## src/rtl/rrtq_pkg.sv

```systemverilog
package rrtq_pkg;

	// Default table depth of the task queue.
	localparam int MAX_TASKS_DEF = 16;

	// Request actions.
	localparam logic [1:0] ACT_ADD    = 2'd0;
	localparam logic [1:0] ACT_SWITCH = 2'd1;
	localparam logic [1:0] ACT_SLEEP  = 2'd2;
	localparam logic [1:0] ACT_WAKE   = 2'd3;

	// Result status codes.
	localparam logic [2:0] ST_OK        = 3'd0;
	localparam logic [2:0] ST_SINGLE    = 3'd1;
	localparam logic [2:0] ST_NOT_FOUND = 3'd2;
	localparam logic [2:0] ST_INVALID   = 3'd3;
	localparam logic [2:0] ST_RUNNING   = 3'd4;
	localparam logic [2:0] ST_FULL      = 3'd5;

	// Time slices per priority.
	localparam logic [6:0] QUANT_HIGH = 7'd80;
	localparam logic [6:0] QUANT_MID  = 7'd50;
	localparam logic [6:0] QUANT_LOW  = 7'd20;
	localparam logic [6:0] QUANT_NONE = 7'd0;

	// Highest ID value; it is never handed out.
	localparam logic [15:0] ID_LIMIT = 16'hFFFF;

	// One entry of the task table.
	typedef struct packed {
		logic [15:0] id;
		logic [1:0]  prio;
		logic        run;
		logic [63:0] addr;
	} task_ent_t;

	// Task zero as it stands after reset.
	localparam task_ent_t RESET_ENT = '{id: 16'd0, prio: 2'd2, run: 1'b1, addr: 64'd0};

	// Map a priority to its time slice.
	function automatic logic [6:0] quantum_of(input logic [1:0] prio);
		logic [6:0] q;
		case (prio)
			2'd2: q = QUANT_HIGH;
			2'd1: q = QUANT_MID;
			2'd0: q = QUANT_LOW;
			default: q = QUANT_NONE;
		endcase
		return q;
	endfunction

endpackage

```

## src/rtl/rrtq_table.sv

```systemverilog
module rrtq_table #(
	parameter int MAX_TASKS = rrtq_pkg::MAX_TASKS_DEF
) (
	input  logic                         clk,
	input  logic                         arst_n,
	input  logic                         rd_en,
	input  logic [$clog2(MAX_TASKS)-1:0] rd_addr,
	output rrtq_pkg::task_ent_t          rd_data,
	input  logic                         wr_en,
	input  logic [$clog2(MAX_TASKS)-1:0] wr_addr,
	input  rrtq_pkg::task_ent_t          wr_data
);
	import rrtq_pkg::*;

	localparam int IW = $clog2(MAX_TASKS);

	task_ent_t mem [MAX_TASKS];
	task_ent_t rd_q;
	logic      init_q;
	logic      rd_init_s1;

	// Single write port.
	always_ff @(posedge clk) begin
		if (wr_en) begin
			mem[wr_addr] <= wr_data;
		end
	end

	// Registered read port.
	always_ff @(posedge clk) begin
		if (rd_en) begin
			rd_q <= mem[rd_addr];
		end
	end

	// Slot zero reads as the reset task until it is first written.
	always_ff @(posedge clk or negedge arst_n) begin
		if (!arst_n) begin
			init_q     <= 1'b1;
			rd_init_s1 <= 1'b0;
		end else begin
			if (rd_en) begin
				rd_init_s1 <= init_q && (rd_addr == IW'(0));
			end
			if (wr_en && (wr_addr == IW'(0))) begin
				init_q <= 1'b0;
			end
		end
	end

	assign rd_data = rd_init_s1 ? RESET_ENT : rd_q;

endmodule

```

## src/rtl/rrtq_seq.sv

```systemverilog
module rrtq_seq #(
	parameter int MAX_TASKS = rrtq_pkg::MAX_TASKS_DEF
) (
	input  logic                         clk,
	input  logic                         arst_n,
	input  logic                         in_valid,
	output logic                         in_ready,
	input  logic [1:0]                   action,
	input  logic [15:0]                  task_id,
	input  logic [1:0]                   priority_req,
	input  logic                         start_running,
	input  logic [63:0]                  entry_address,
	input  logic                         sleep_current,
	output logic                         out_valid,
	input  logic                         out_ready,
	output logic [2:0]                   status,
	output logic [15:0]                  assigned_id,
	output logic [15:0]                  current_id,
	output logic [63:0]                  current_address,
	output logic [6:0]                   quantum,
	output logic                         rd_en,
	output logic [$clog2(MAX_TASKS)-1:0] rd_addr,
	input  rrtq_pkg::task_ent_t          rd_data,
	output logic                         wr_en,
	output logic [$clog2(MAX_TASKS)-1:0] wr_addr,
	output rrtq_pkg::task_ent_t          wr_data
);
	import rrtq_pkg::*;

	localparam int IW = $clog2(MAX_TASKS);
	localparam int CW = $clog2(MAX_TASKS + 1);
	localparam logic [CW-1:0] MAX_C  = CW'(MAX_TASKS);
	localparam logic [CW:0]   MAX_W  = (CW + 1)'(MAX_TASKS);
	localparam logic [IW-1:0] LAST_S = IW'(MAX_TASKS - 1);

	// Sequencer states.
	localparam logic [3:0] S_IDLE   = 4'd0;
	localparam logic [3:0] S_DISP   = 4'd1;
	localparam logic [3:0] S_SWHEAD = 4'd2;
	localparam logic [3:0] S_SWTAIL = 4'd3;
	localparam logic [3:0] S_SLCHK  = 4'd4;
	localparam logic [3:0] S_SCAN   = 4'd5;
	localparam logic [3:0] S_QRD    = 4'd6;
	localparam logic [3:0] S_QHEAD  = 4'd7;
	localparam logic [3:0] S_QSCAN  = 4'd8;
	localparam logic [3:0] S_DONE   = 4'd9;

	logic [3:0]    state_q;
	logic [IW-1:0] head_q;
	logic [CW-1:0] count_q;
	logic [15:0]   next_id_q;
	logic [CW-1:0] pos_q;
	logic          rd_v_s1;
	logic [IW-1:0] slot_s1;
	logic          mark_q;
	logic          out_valid_q;

	logic [1:0]    act_q;
	logic [15:0]   id_q;
	logic [1:0]    prio_q;
	logic          run_q;
	logic [63:0]   addr_q;
	logic          sleep_q;
	logic [2:0]    status_q;
	logic [15:0]   assigned_q;
	task_ent_t     ent_q;
	logic [15:0]   cur_id_q;
	logic [63:0]   cur_addr_q;
	logic [1:0]    qprio_q;
	logic [2:0]    status_o_q;
	logic [15:0]   assigned_o_q;
	logic [15:0]   cur_id_o_q;
	logic [63:0]   cur_addr_o_q;
	logic [6:0]    quantum_o_q;

	logic          scanning;
	logic          scan_hit;
	logic          scan_issue;
	logic          scan_miss;
	logic [CW-1:0] slot_pos;
	logic [CW:0]   slot_sum;
	logic [IW-1:0] slot_sel;
	logic [IW-1:0] head_inc;
	logic          is_full;
	logic          is_single;
	logic          head_match;
	logic          out_load;
	task_ent_t     ent_mark;
	task_ent_t     ent_new;
	task_ent_t     ent_upd;

	// Shared slot adder: queue position to table slot, wrapping at the depth.
	assign slot_pos = scanning ? pos_q : count_q;
	always_comb begin
		slot_sum = {{(CW + 1 - IW){1'b0}}, head_q} + {1'b0, slot_pos};
		if (slot_sum >= MAX_W) begin
			slot_sum = slot_sum - MAX_W;
		end
		slot_sel = slot_sum[IW-1:0];
	end

	assign head_inc = (head_q == LAST_S) ? IW'(0) : head_q + IW'(1);

	// Scan unit: one table read issued per cycle until a hit or the queue end, each checked in the cycle after.
	assign scanning   = (state_q == S_SCAN) || (state_q == S_QSCAN);
	assign scan_hit   = rd_v_s1 && ((state_q == S_QSCAN) ? rd_data.run : (rd_data.id == id_q));
	assign scan_issue = scanning && (pos_q < count_q) && !scan_hit;
	assign scan_miss  = !rd_v_s1 && (pos_q >= count_q);

	assign is_full    = (count_q == MAX_C) || (next_id_q == ID_LIMIT);
	assign is_single  = (count_q <= CW'(1));
	assign head_match = (rd_data.id == id_q);
	assign out_load   = (state_q == S_DONE) && (!out_valid_q || out_ready);

	// Candidate entries for the write port.
	always_comb begin
		ent_new = '{id: next_id_q, prio: prio_q, run: run_q, addr: addr_q};
		ent_mark = rd_data;
		ent_mark.run = rd_data.run && !mark_q;
		ent_upd = rd_data;
		ent_upd.run = (act_q == ACT_WAKE);
	end

	// Table port control.
	always_comb begin
		rd_en   = 1'b0;
		rd_addr = head_q;
		wr_en   = 1'b0;
		wr_addr = head_q;
		wr_data = ent_q;
		case (state_q)
			S_DISP: begin
				if (act_q == ACT_ADD) begin
					wr_en   = !is_full;
					wr_addr = slot_sel;
					wr_data = ent_new;
				end else if (act_q == ACT_SLEEP) begin
					rd_en = 1'b1;
				end else if (act_q == ACT_SWITCH) begin
					rd_en = !is_single;
				end
			end
			S_SWHEAD: begin
				wr_en   = mark_q;
				wr_data = ent_mark;
			end
			S_SWTAIL: begin
				wr_en   = 1'b1;
				wr_addr = slot_sel;
			end
			S_SLCHK: begin
				rd_en = head_match && !is_single;
			end
			S_SCAN: begin
				rd_en   = scan_issue;
				rd_addr = slot_sel;
				wr_en   = scan_hit && !((act_q == ACT_WAKE) && rd_data.run);
				wr_addr = slot_s1;
				wr_data = ent_upd;
			end
			S_QRD: begin
				rd_en = 1'b1;
			end
			S_QSCAN: begin
				rd_en   = scan_issue;
				rd_addr = slot_sel;
			end
			default: begin
				rd_en = 1'b0;
			end
		endcase
	end

	// Sequencer and queue bookkeeping.
	always_ff @(posedge clk or negedge arst_n) begin
		if (!arst_n) begin
			state_q     <= S_IDLE;
			head_q      <= '0;
			count_q     <= CW'(1);
			next_id_q   <= 16'd1;
			pos_q       <= '0;
			rd_v_s1     <= 1'b0;
			mark_q      <= 1'b0;
			out_valid_q <= 1'b0;
		end else begin
			if (scanning) begin
				if (scan_issue) begin
					pos_q <= pos_q + CW'(1);
				end
				rd_v_s1 <= scan_issue;
			end else begin
				rd_v_s1 <= 1'b0;
			end
			case (state_q)
				S_IDLE: begin
					if (in_valid) begin
						state_q <= S_DISP;
					end
				end
				S_DISP: begin
					case (act_q)
						ACT_ADD: begin
							if (!is_full) begin
								count_q   <= count_q + CW'(1);
								next_id_q <= next_id_q + 16'd1;
							end
							state_q <= S_QRD;
						end
						ACT_SWITCH: begin
							mark_q  <= sleep_q;
							state_q <= is_single ? S_QRD : S_SWHEAD;
						end
						ACT_SLEEP: begin
							state_q <= S_SLCHK;
						end
						default: begin
							pos_q   <= '0;
							state_q <= (id_q > next_id_q) ? S_QRD : S_SCAN;
						end
					endcase
				end
				S_SWHEAD: begin
					if (count_q == MAX_C) begin
						head_q  <= head_inc;
						state_q <= S_QRD;
					end else begin
						state_q <= S_SWTAIL;
					end
				end
				S_SWTAIL: begin
					head_q  <= head_inc;
					state_q <= S_QRD;
				end
				S_SLCHK: begin
					if (head_match) begin
						mark_q  <= 1'b1;
						state_q <= is_single ? S_QRD : S_SWHEAD;
					end else begin
						pos_q   <= CW'(1);
						state_q <= S_SCAN;
					end
				end
				S_SCAN: begin
					if (scan_hit || scan_miss) begin
						state_q <= S_QRD;
					end
				end
				S_QRD: begin
					state_q <= S_QHEAD;
				end
				S_QHEAD: begin
					pos_q   <= CW'(1);
					state_q <= S_QSCAN;
				end
				S_QSCAN: begin
					if (scan_hit || scan_miss) begin
						state_q <= S_DONE;
					end
				end
				S_DONE: begin
					if (out_load) begin
						state_q <= S_IDLE;
					end
				end
				default: begin
					state_q <= S_IDLE;
				end
			endcase
			if (out_load) begin
				out_valid_q <= 1'b1;
			end else if (out_ready) begin
				out_valid_q <= 1'b0;
			end
		end
	end

	// Request fields, working values and the result register.
	always_ff @(posedge clk) begin
		if (scan_issue) begin
			slot_s1 <= slot_sel;
		end
		case (state_q)
			S_IDLE: begin
				act_q      <= action;
				id_q       <= task_id;
				prio_q     <= priority_req;
				run_q      <= start_running;
				addr_q     <= entry_address;
				sleep_q    <= sleep_current;
				status_q   <= ST_OK;
				assigned_q <= 16'd0;
			end
			S_DISP: begin
				if (act_q == ACT_ADD) begin
					if (is_full) begin
						status_q <= ST_FULL;
					end else begin
						assigned_q <= next_id_q;
					end
				end else if ((act_q == ACT_SWITCH) && is_single) begin
					status_q <= ST_SINGLE;
				end else if ((act_q == ACT_WAKE) && (id_q > next_id_q)) begin
					status_q <= ST_INVALID;
				end
			end
			S_SWHEAD: begin
				ent_q <= ent_mark;
			end
			S_SLCHK: begin
				if (head_match && is_single) begin
					status_q <= ST_SINGLE;
				end
			end
			S_SCAN: begin
				if (scan_hit && (act_q == ACT_WAKE) && rd_data.run) begin
					status_q <= ST_RUNNING;
				end else if (!scan_hit && scan_miss) begin
					status_q <= ST_NOT_FOUND;
				end
			end
			S_QHEAD: begin
				cur_id_q   <= rd_data.id;
				cur_addr_q <= rd_data.addr;
				qprio_q    <= rd_data.prio;
			end
			S_QSCAN: begin
				if (scan_hit) begin
					qprio_q <= rd_data.prio;
				end
			end
			default: begin
				ent_q <= ent_q;
			end
		endcase
		if (out_load) begin
			status_o_q   <= status_q;
			assigned_o_q <= assigned_q;
			cur_id_o_q   <= cur_id_q;
			cur_addr_o_q <= cur_addr_q;
			quantum_o_q  <= quantum_of(qprio_q);
		end
	end

	assign in_ready        = (state_q == S_IDLE);
	assign out_valid       = out_valid_q;
	assign status          = status_o_q;
	assign assigned_id     = assigned_o_q;
	assign current_id      = cur_id_o_q;
	assign current_address = cur_addr_o_q;
	assign quantum         = quantum_o_q;

endmodule

```

## src/rtl/round_robin_task_queue_top.sv

```systemverilog
// Channel   Handshake              Payload
// request   in_valid / in_ready    action, task_id, priority_req, start_running,
//                                  entry_address, sleep_current
// result    out_valid / out_ready  status, assigned_id, current_id,
//                                  current_address, quantum
//
// One request at a time. All table traffic goes through one read and one write port.
// Each request passes dispatch, then a rotation, the sleep head check or a search as needed,
// then the head read and the scan for the next running task, and waits to load its result.
// Reset leaves task zero alone; slot zero reads as that task until written, so no clearing.
// A result waits in its own register; the next request is taken while it is stalled.
module round_robin_task_queue_top #(
	parameter int MAX_TASKS = rrtq_pkg::MAX_TASKS_DEF
) (
	input  logic        clk,
	input  logic        arst_n,
	input  logic        in_valid,
	output logic        in_ready,
	input  logic [1:0]  action,
	input  logic [15:0] task_id,
	input  logic [1:0]  priority_req,
	input  logic        start_running,
	input  logic [63:0] entry_address,
	input  logic        sleep_current,
	output logic        out_valid,
	input  logic        out_ready,
	output logic [2:0]  status,
	output logic [15:0] assigned_id,
	output logic [15:0] current_id,
	output logic [63:0] current_address,
	output logic [6:0]  quantum
);
	import rrtq_pkg::*;

	localparam int IW = $clog2(MAX_TASKS);

	logic          rd_en;
	logic [IW-1:0] rd_addr;
	task_ent_t     rd_data;
	logic          wr_en;
	logic [IW-1:0] wr_addr;
	task_ent_t     wr_data;

	// Sequencer with the shared slot adder and scan compare.
	rrtq_seq #(
		.MAX_TASKS(MAX_TASKS)
	) u_seq (
		.clk            (clk),
		.arst_n         (arst_n),
		.in_valid       (in_valid),
		.in_ready       (in_ready),
		.action         (action),
		.task_id        (task_id),
		.priority_req   (priority_req),
		.start_running  (start_running),
		.entry_address  (entry_address),
		.sleep_current  (sleep_current),
		.out_valid      (out_valid),
		.out_ready      (out_ready),
		.status         (status),
		.assigned_id    (assigned_id),
		.current_id     (current_id),
		.current_address(current_address),
		.quantum        (quantum),
		.rd_en          (rd_en),
		.rd_addr        (rd_addr),
		.rd_data        (rd_data),
		.wr_en          (wr_en),
		.wr_addr        (wr_addr),
		.wr_data        (wr_data)
	);

	// Task table.
	rrtq_table #(
		.MAX_TASKS(MAX_TASKS)
	) u_table (
		.clk    (clk),
		.arst_n (arst_n),
		.rd_en  (rd_en),
		.rd_addr(rd_addr),
		.rd_data(rd_data),
		.wr_en  (wr_en),
		.wr_addr(wr_addr),
		.wr_data(wr_data)
	);

endmodule

```

## config.mk

```make
export PLATFORM = sky130hd
export DESIGN_NAME = round_robin_task_queue_top
export DESIGN_NICKNAME = d
export VERILOG_FILES = /design/src/rtl/rrtq_pkg.sv /design/src/rtl/rrtq_table.sv /design/src/rtl/rrtq_seq.sv /design/src/rtl/round_robin_task_queue_top.sv
export SDC_FILE = /design/constraint.sdc
export NUM_CORES = 2
export LEC_CHECK = 0
export BUFFER_PORTS_ARGS = -buffer_cell sky130_fd_sc_hd__clkbuf_2
export CORE_ASPECT_RATIO = 1.5
export CORE_MARGIN = 2
export CORE_UTILIZATION = 55
export CTS_CLUSTER_SIZE = 28
export DETAILED_ROUTE_END_ITERATION = 7
export GPL_TIMING_DRIVEN = 0
export PLACE_DENSITY = 0.71
export SLEW_MARGIN = 10
export SYNTH_ARGS = -nofsm -noshare
export SYNTH_HDL_FRONTEND = slang
export SYNTH_HIERARCHICAL = 1
export SYNTH_SLANG_ARGS = --single-unit
export TNS_END_PERCENT = 10
```

## constraint.sdc

```tcl
create_clock -name clk -period 13.16 [get_ports clk]
set_input_delay 0 -clock clk [delete_from_list [all_inputs] [get_ports clk]]
set_output_delay 0 -clock clk [all_outputs]
set_load 0.02 [all_outputs]
```

==> summary.txt <==
run status: finished clean
fraction of power consumed by the clock network: 21.9%
Sw Ratio: 35.3%
vias after detailed routing: 37,400
number of nets still failing antenna checks after routing: 0
row cnt: 159
power dissipated by switching net loads: 7.58 mW
total of flip-flops plus latches after synthesis: 1,827
maximum number of pins on one net before global-route repair: 59
kind of path behind the tightest hold check: in -> reg
synthesis-to-layout area growth: 17.3%
Rel. slew slack: 9.10%
number of global-route vias before repair: 37,800
Cell Chain, Critical Path: clkbuf_1, clkbuf_1, nor2b_1, xor2_1, nor4_1, nand4_1, o21ai_0, nand3_1, nand3b_1, nand3b_1, nor3_2, buf_4, buf_6, buf_4, buf_6, buf_4, buf_6
final setup violating endpoints: 0
clock-pin slew reported for the worst setup and hold paths after clock tree synthesis: 0.06 ns
Die H: 439 um
proportion of layout cells with a drive suffix above 1: 22.4%
# port buffers: 195
leakage: 27.3 nW
Worst path slowest cell: clkbuf_1
maximum clock frequency: 144 MHz
setup ws final: 6.21 ns
Global Route Usage Sum: 28.5%
CTS Buffer Depth: 3
cell with the most instances after synthesis: edfxtp_1
average via count per standard cell: 6.36
number of maximum-capacitance constraint violations: 0
data required time at the worst endpoint: 13.66 ns
unrepaired setup endpoints after global routing: no
router iterations before antenna repair: 7
number of flops mapped to enable cells by yosys: 1,788
worst-case setup slack after placement: 6.43 ns
detailed-route wire length per cell: 30.9 um
TritonCTS clock tree: built
buffer cell driving the clock tree root: clkbuf_16
number of cells upsized or downsized after cts: 0
post-synthesis cell type count: 67
Worst Skew: 0.0258 ns
initial detailed-routing violation count: 4,874
combinational cell fraction of total power: 37.2%
power density over cell area: 264 nW/um2
dpl hpwl: 118,000 um
Worst setup SP type: flip-flop
dominant cells by area after synthesis: edfxtp_1, mux4_2, mux2i_1, a22oi_1, dfrtp_1
final worst path period share: 52.8%
Synth top area share: 77.4%
Max FO, Critical Path: 11
width of the die: 294 um
Remaining DRCs: 0
Setup Crit Path Kind: reg -> reg
endpoints failing hold: 0
number of buffers and inverters on the critical path: 8
proportion of synthesized chip area in sequential cells: 78.8%
depth of the CTS H-tree: 4
number of placed instances, taps included: 5,408
count of synthesis-stage warnings from yosys: 6
kind of capture point of the worst setup path: flip-flop
first-pass GRT wire length: 260,000 um
Flop pwr share: 41.0%
number of top-level pins: 198
fin. max-slew vios: 0
Yosys top cell by area: edfxtp_1
WL final: 182,000 um
last weighted congestion value of the routability-driven placer: 0.898
TritonCTS buffer count: 164
Final Power: 21.5 mW
source-to-sink clock delay at the later pin of the worst-skew pair: 0.81 ns
clock sink total: 1,827
synthesized cell area: 69,300 um2
final std cells w/o fill: 5,884
Critical Path AT: 7.45 ns
area inside the core boundary: 125,000 um2
critical path's top delay family: buffers and inverters
most instantiated cells after synthesis: edfxtp_1, mux4_2, nand2_1, mux2i_1, a22oi_1
peak ir drop on the vdd network: 0.208 mV
die area: 129,000 um2
internal power: 13.9 mW
top flip-flop cell by instance count after synthesis: edfxtp_1
overall overflow remaining after global route: 0
Starting Density: 55.4%
final critical path time including I/O delays and setup: 6.95 ns
max incr delay on CP: 1.00 ns
Async S/R FF share, synth: 2.13%
Cells after Synth: 3,468
mean instance size in the synthesized netlist: 20.0 um2
Hold WS: 0.120 ns
final net count: 4,262
antenna violations before repair: 6
Worst Max-Slew Pin Slew: 1.36 ns
## power groups by stage
| stage | Clock, mW | Combinational (mW) | Sequential (mW) |
|---|---|---|---|
| finish | 4.70 | 7.99 | 8.81 |
| CTS | 4.75 | 7.92 | 8.80 |
| global route | 4.97 | 8.43 | 8.86 |
| floorplan | 0 | 4.95 | 8.92 |
| detailed placement | 0 | 7.85 | 8.91 |
| global placement | 0 | 7.44 | 9.15 |
## what timing repair did
action                                 CTS  global route
endpoints found under the hold margin  138             0
setup buffers                            0             0
hold buffers                           176             0
## layout make-up
class / instances / area, um2
Antenna cell: 4 / 10.0
Fill cell: 8123 / 43800
Multi-Input combinational cell: 1422 / 13700
Clock buffer: 192 / 4350
Inverter: 41 / 159
Clock inverter: 103 / 882
Tap cell: 1610 / 2010
Sequential cell: 1827 / 54700
Timing Repair Buffer: 506 / 4590
Buffer: 179 / 962
## stage by stage
| stage | instance area (um2) | utilization, % | setup TNS (ns) |
|---|---|---|---|
| CTS | 81300 | 65.0 | 0 |
| detailed placement | 74300 | 59.4 | 0 |
| finish | 81400 | 65.0 | 0 |
| global placement | 72300 | 57.8 | -2121.91 |
| global route | 81300 | 65.0 | 0 |
| floorplan | 69400 | - | 0 |
## cell families (layout without fill, tap and decap cells)
group	after synthesis	after routing	synth area share, %
flops	1827	1827	78.8
compound gates	492	492	4.82
simple gates	434	434	3.05
mux	423	423	10.6
buf+inv	220	1021	1.60
xor+xnor	40	40	0.505
fa+ha+maj	31	31	0.570
other cells	1	6	0.00541
## sequential cells by signal, indices dropped and copies added (netlist names), 5 cells and up
name	cells
u_seq/assigned_id	16
u_seq/cur_addr_q	64
u_seq/ent_q	83
u_seq/assigned_q	16
u_seq/pos_q	5
u_seq/next_id_q	16
u_seq/current_id	16
u_table/rd_q	83
u_seq/cur_id_q	16
u_seq/count_q	5
u_seq/id_q	16
u_seq/addr_q	64
u_table/mem	1328
u_seq/current_address	64
## metal layers
layer	vias to the layer above	part of all wire (%)	GRT usage, %	wire (um)
li1	15500	-	-	-
met1	19300	36	36.0	65400
met2	2198	50	47.9	91600
met3	393	9.0	5.65	16300
met4	0	4.7	12.9	8620
met5	-	0	0	0
## cell usage in the layout (no fill, tap or decap), types with 6 or more instances in the layout
cell type      instances
o211ai_1               6
buf_4                 80
nor4_1                 7
xnor2_1               22
inv_6                  6
clkinv_1              44
buf_16                 7
nor2b_1               93
clkbuf_16            170
nor2_1                38
nor3_1                 9
mux2_2                 6
nand2_1              204
a221oi_1              84
edfxtp_1            1788
and3_1                 6
clkinv_2              27
nor2_4                13
clkbuf_1              91
buf_12                51
a22oi_1              167
xor2_1                18
nand3_1               15
dfrtp_1               36
mux2i_1              168
buf_1                  6
dlygate4sd3_1        175
buf_2                 62
bufinv_16             13
mux4_2               249
nand4_1               13
buf_6                 33
o21ai_1               83
a21oi_1               98
inv_1                 40
ha_1                  30
clkbuf_2             197
clkinvlp_4             7
o21ai_0               20
## worst paths after layout
path | startpoint | endpoint | slack, ns | depth (start not counted)
max in group asynchronous | arst_n | u_seq/next_id_q[1] | 12.39 | 4
min in group asynchronous | arst_n | u_table/init_q | 0.49 | 3
worst min-delay path | entry_address[59] | u_seq/addr_q[59] | 0.12 | 2
worst min register to register | u_seq/cur_addr_q[3] | u_seq/current_address[3] | 0.41 | 0
worst max-delay path | u_table/rd_init_s1 | u_table/mem[4][38] | 6.21 | 17
worst max register to register | u_table/rd_init_s1 | u_table/mem[4][38] | 6.21 | 17
(Power assumes the default switching activity.)
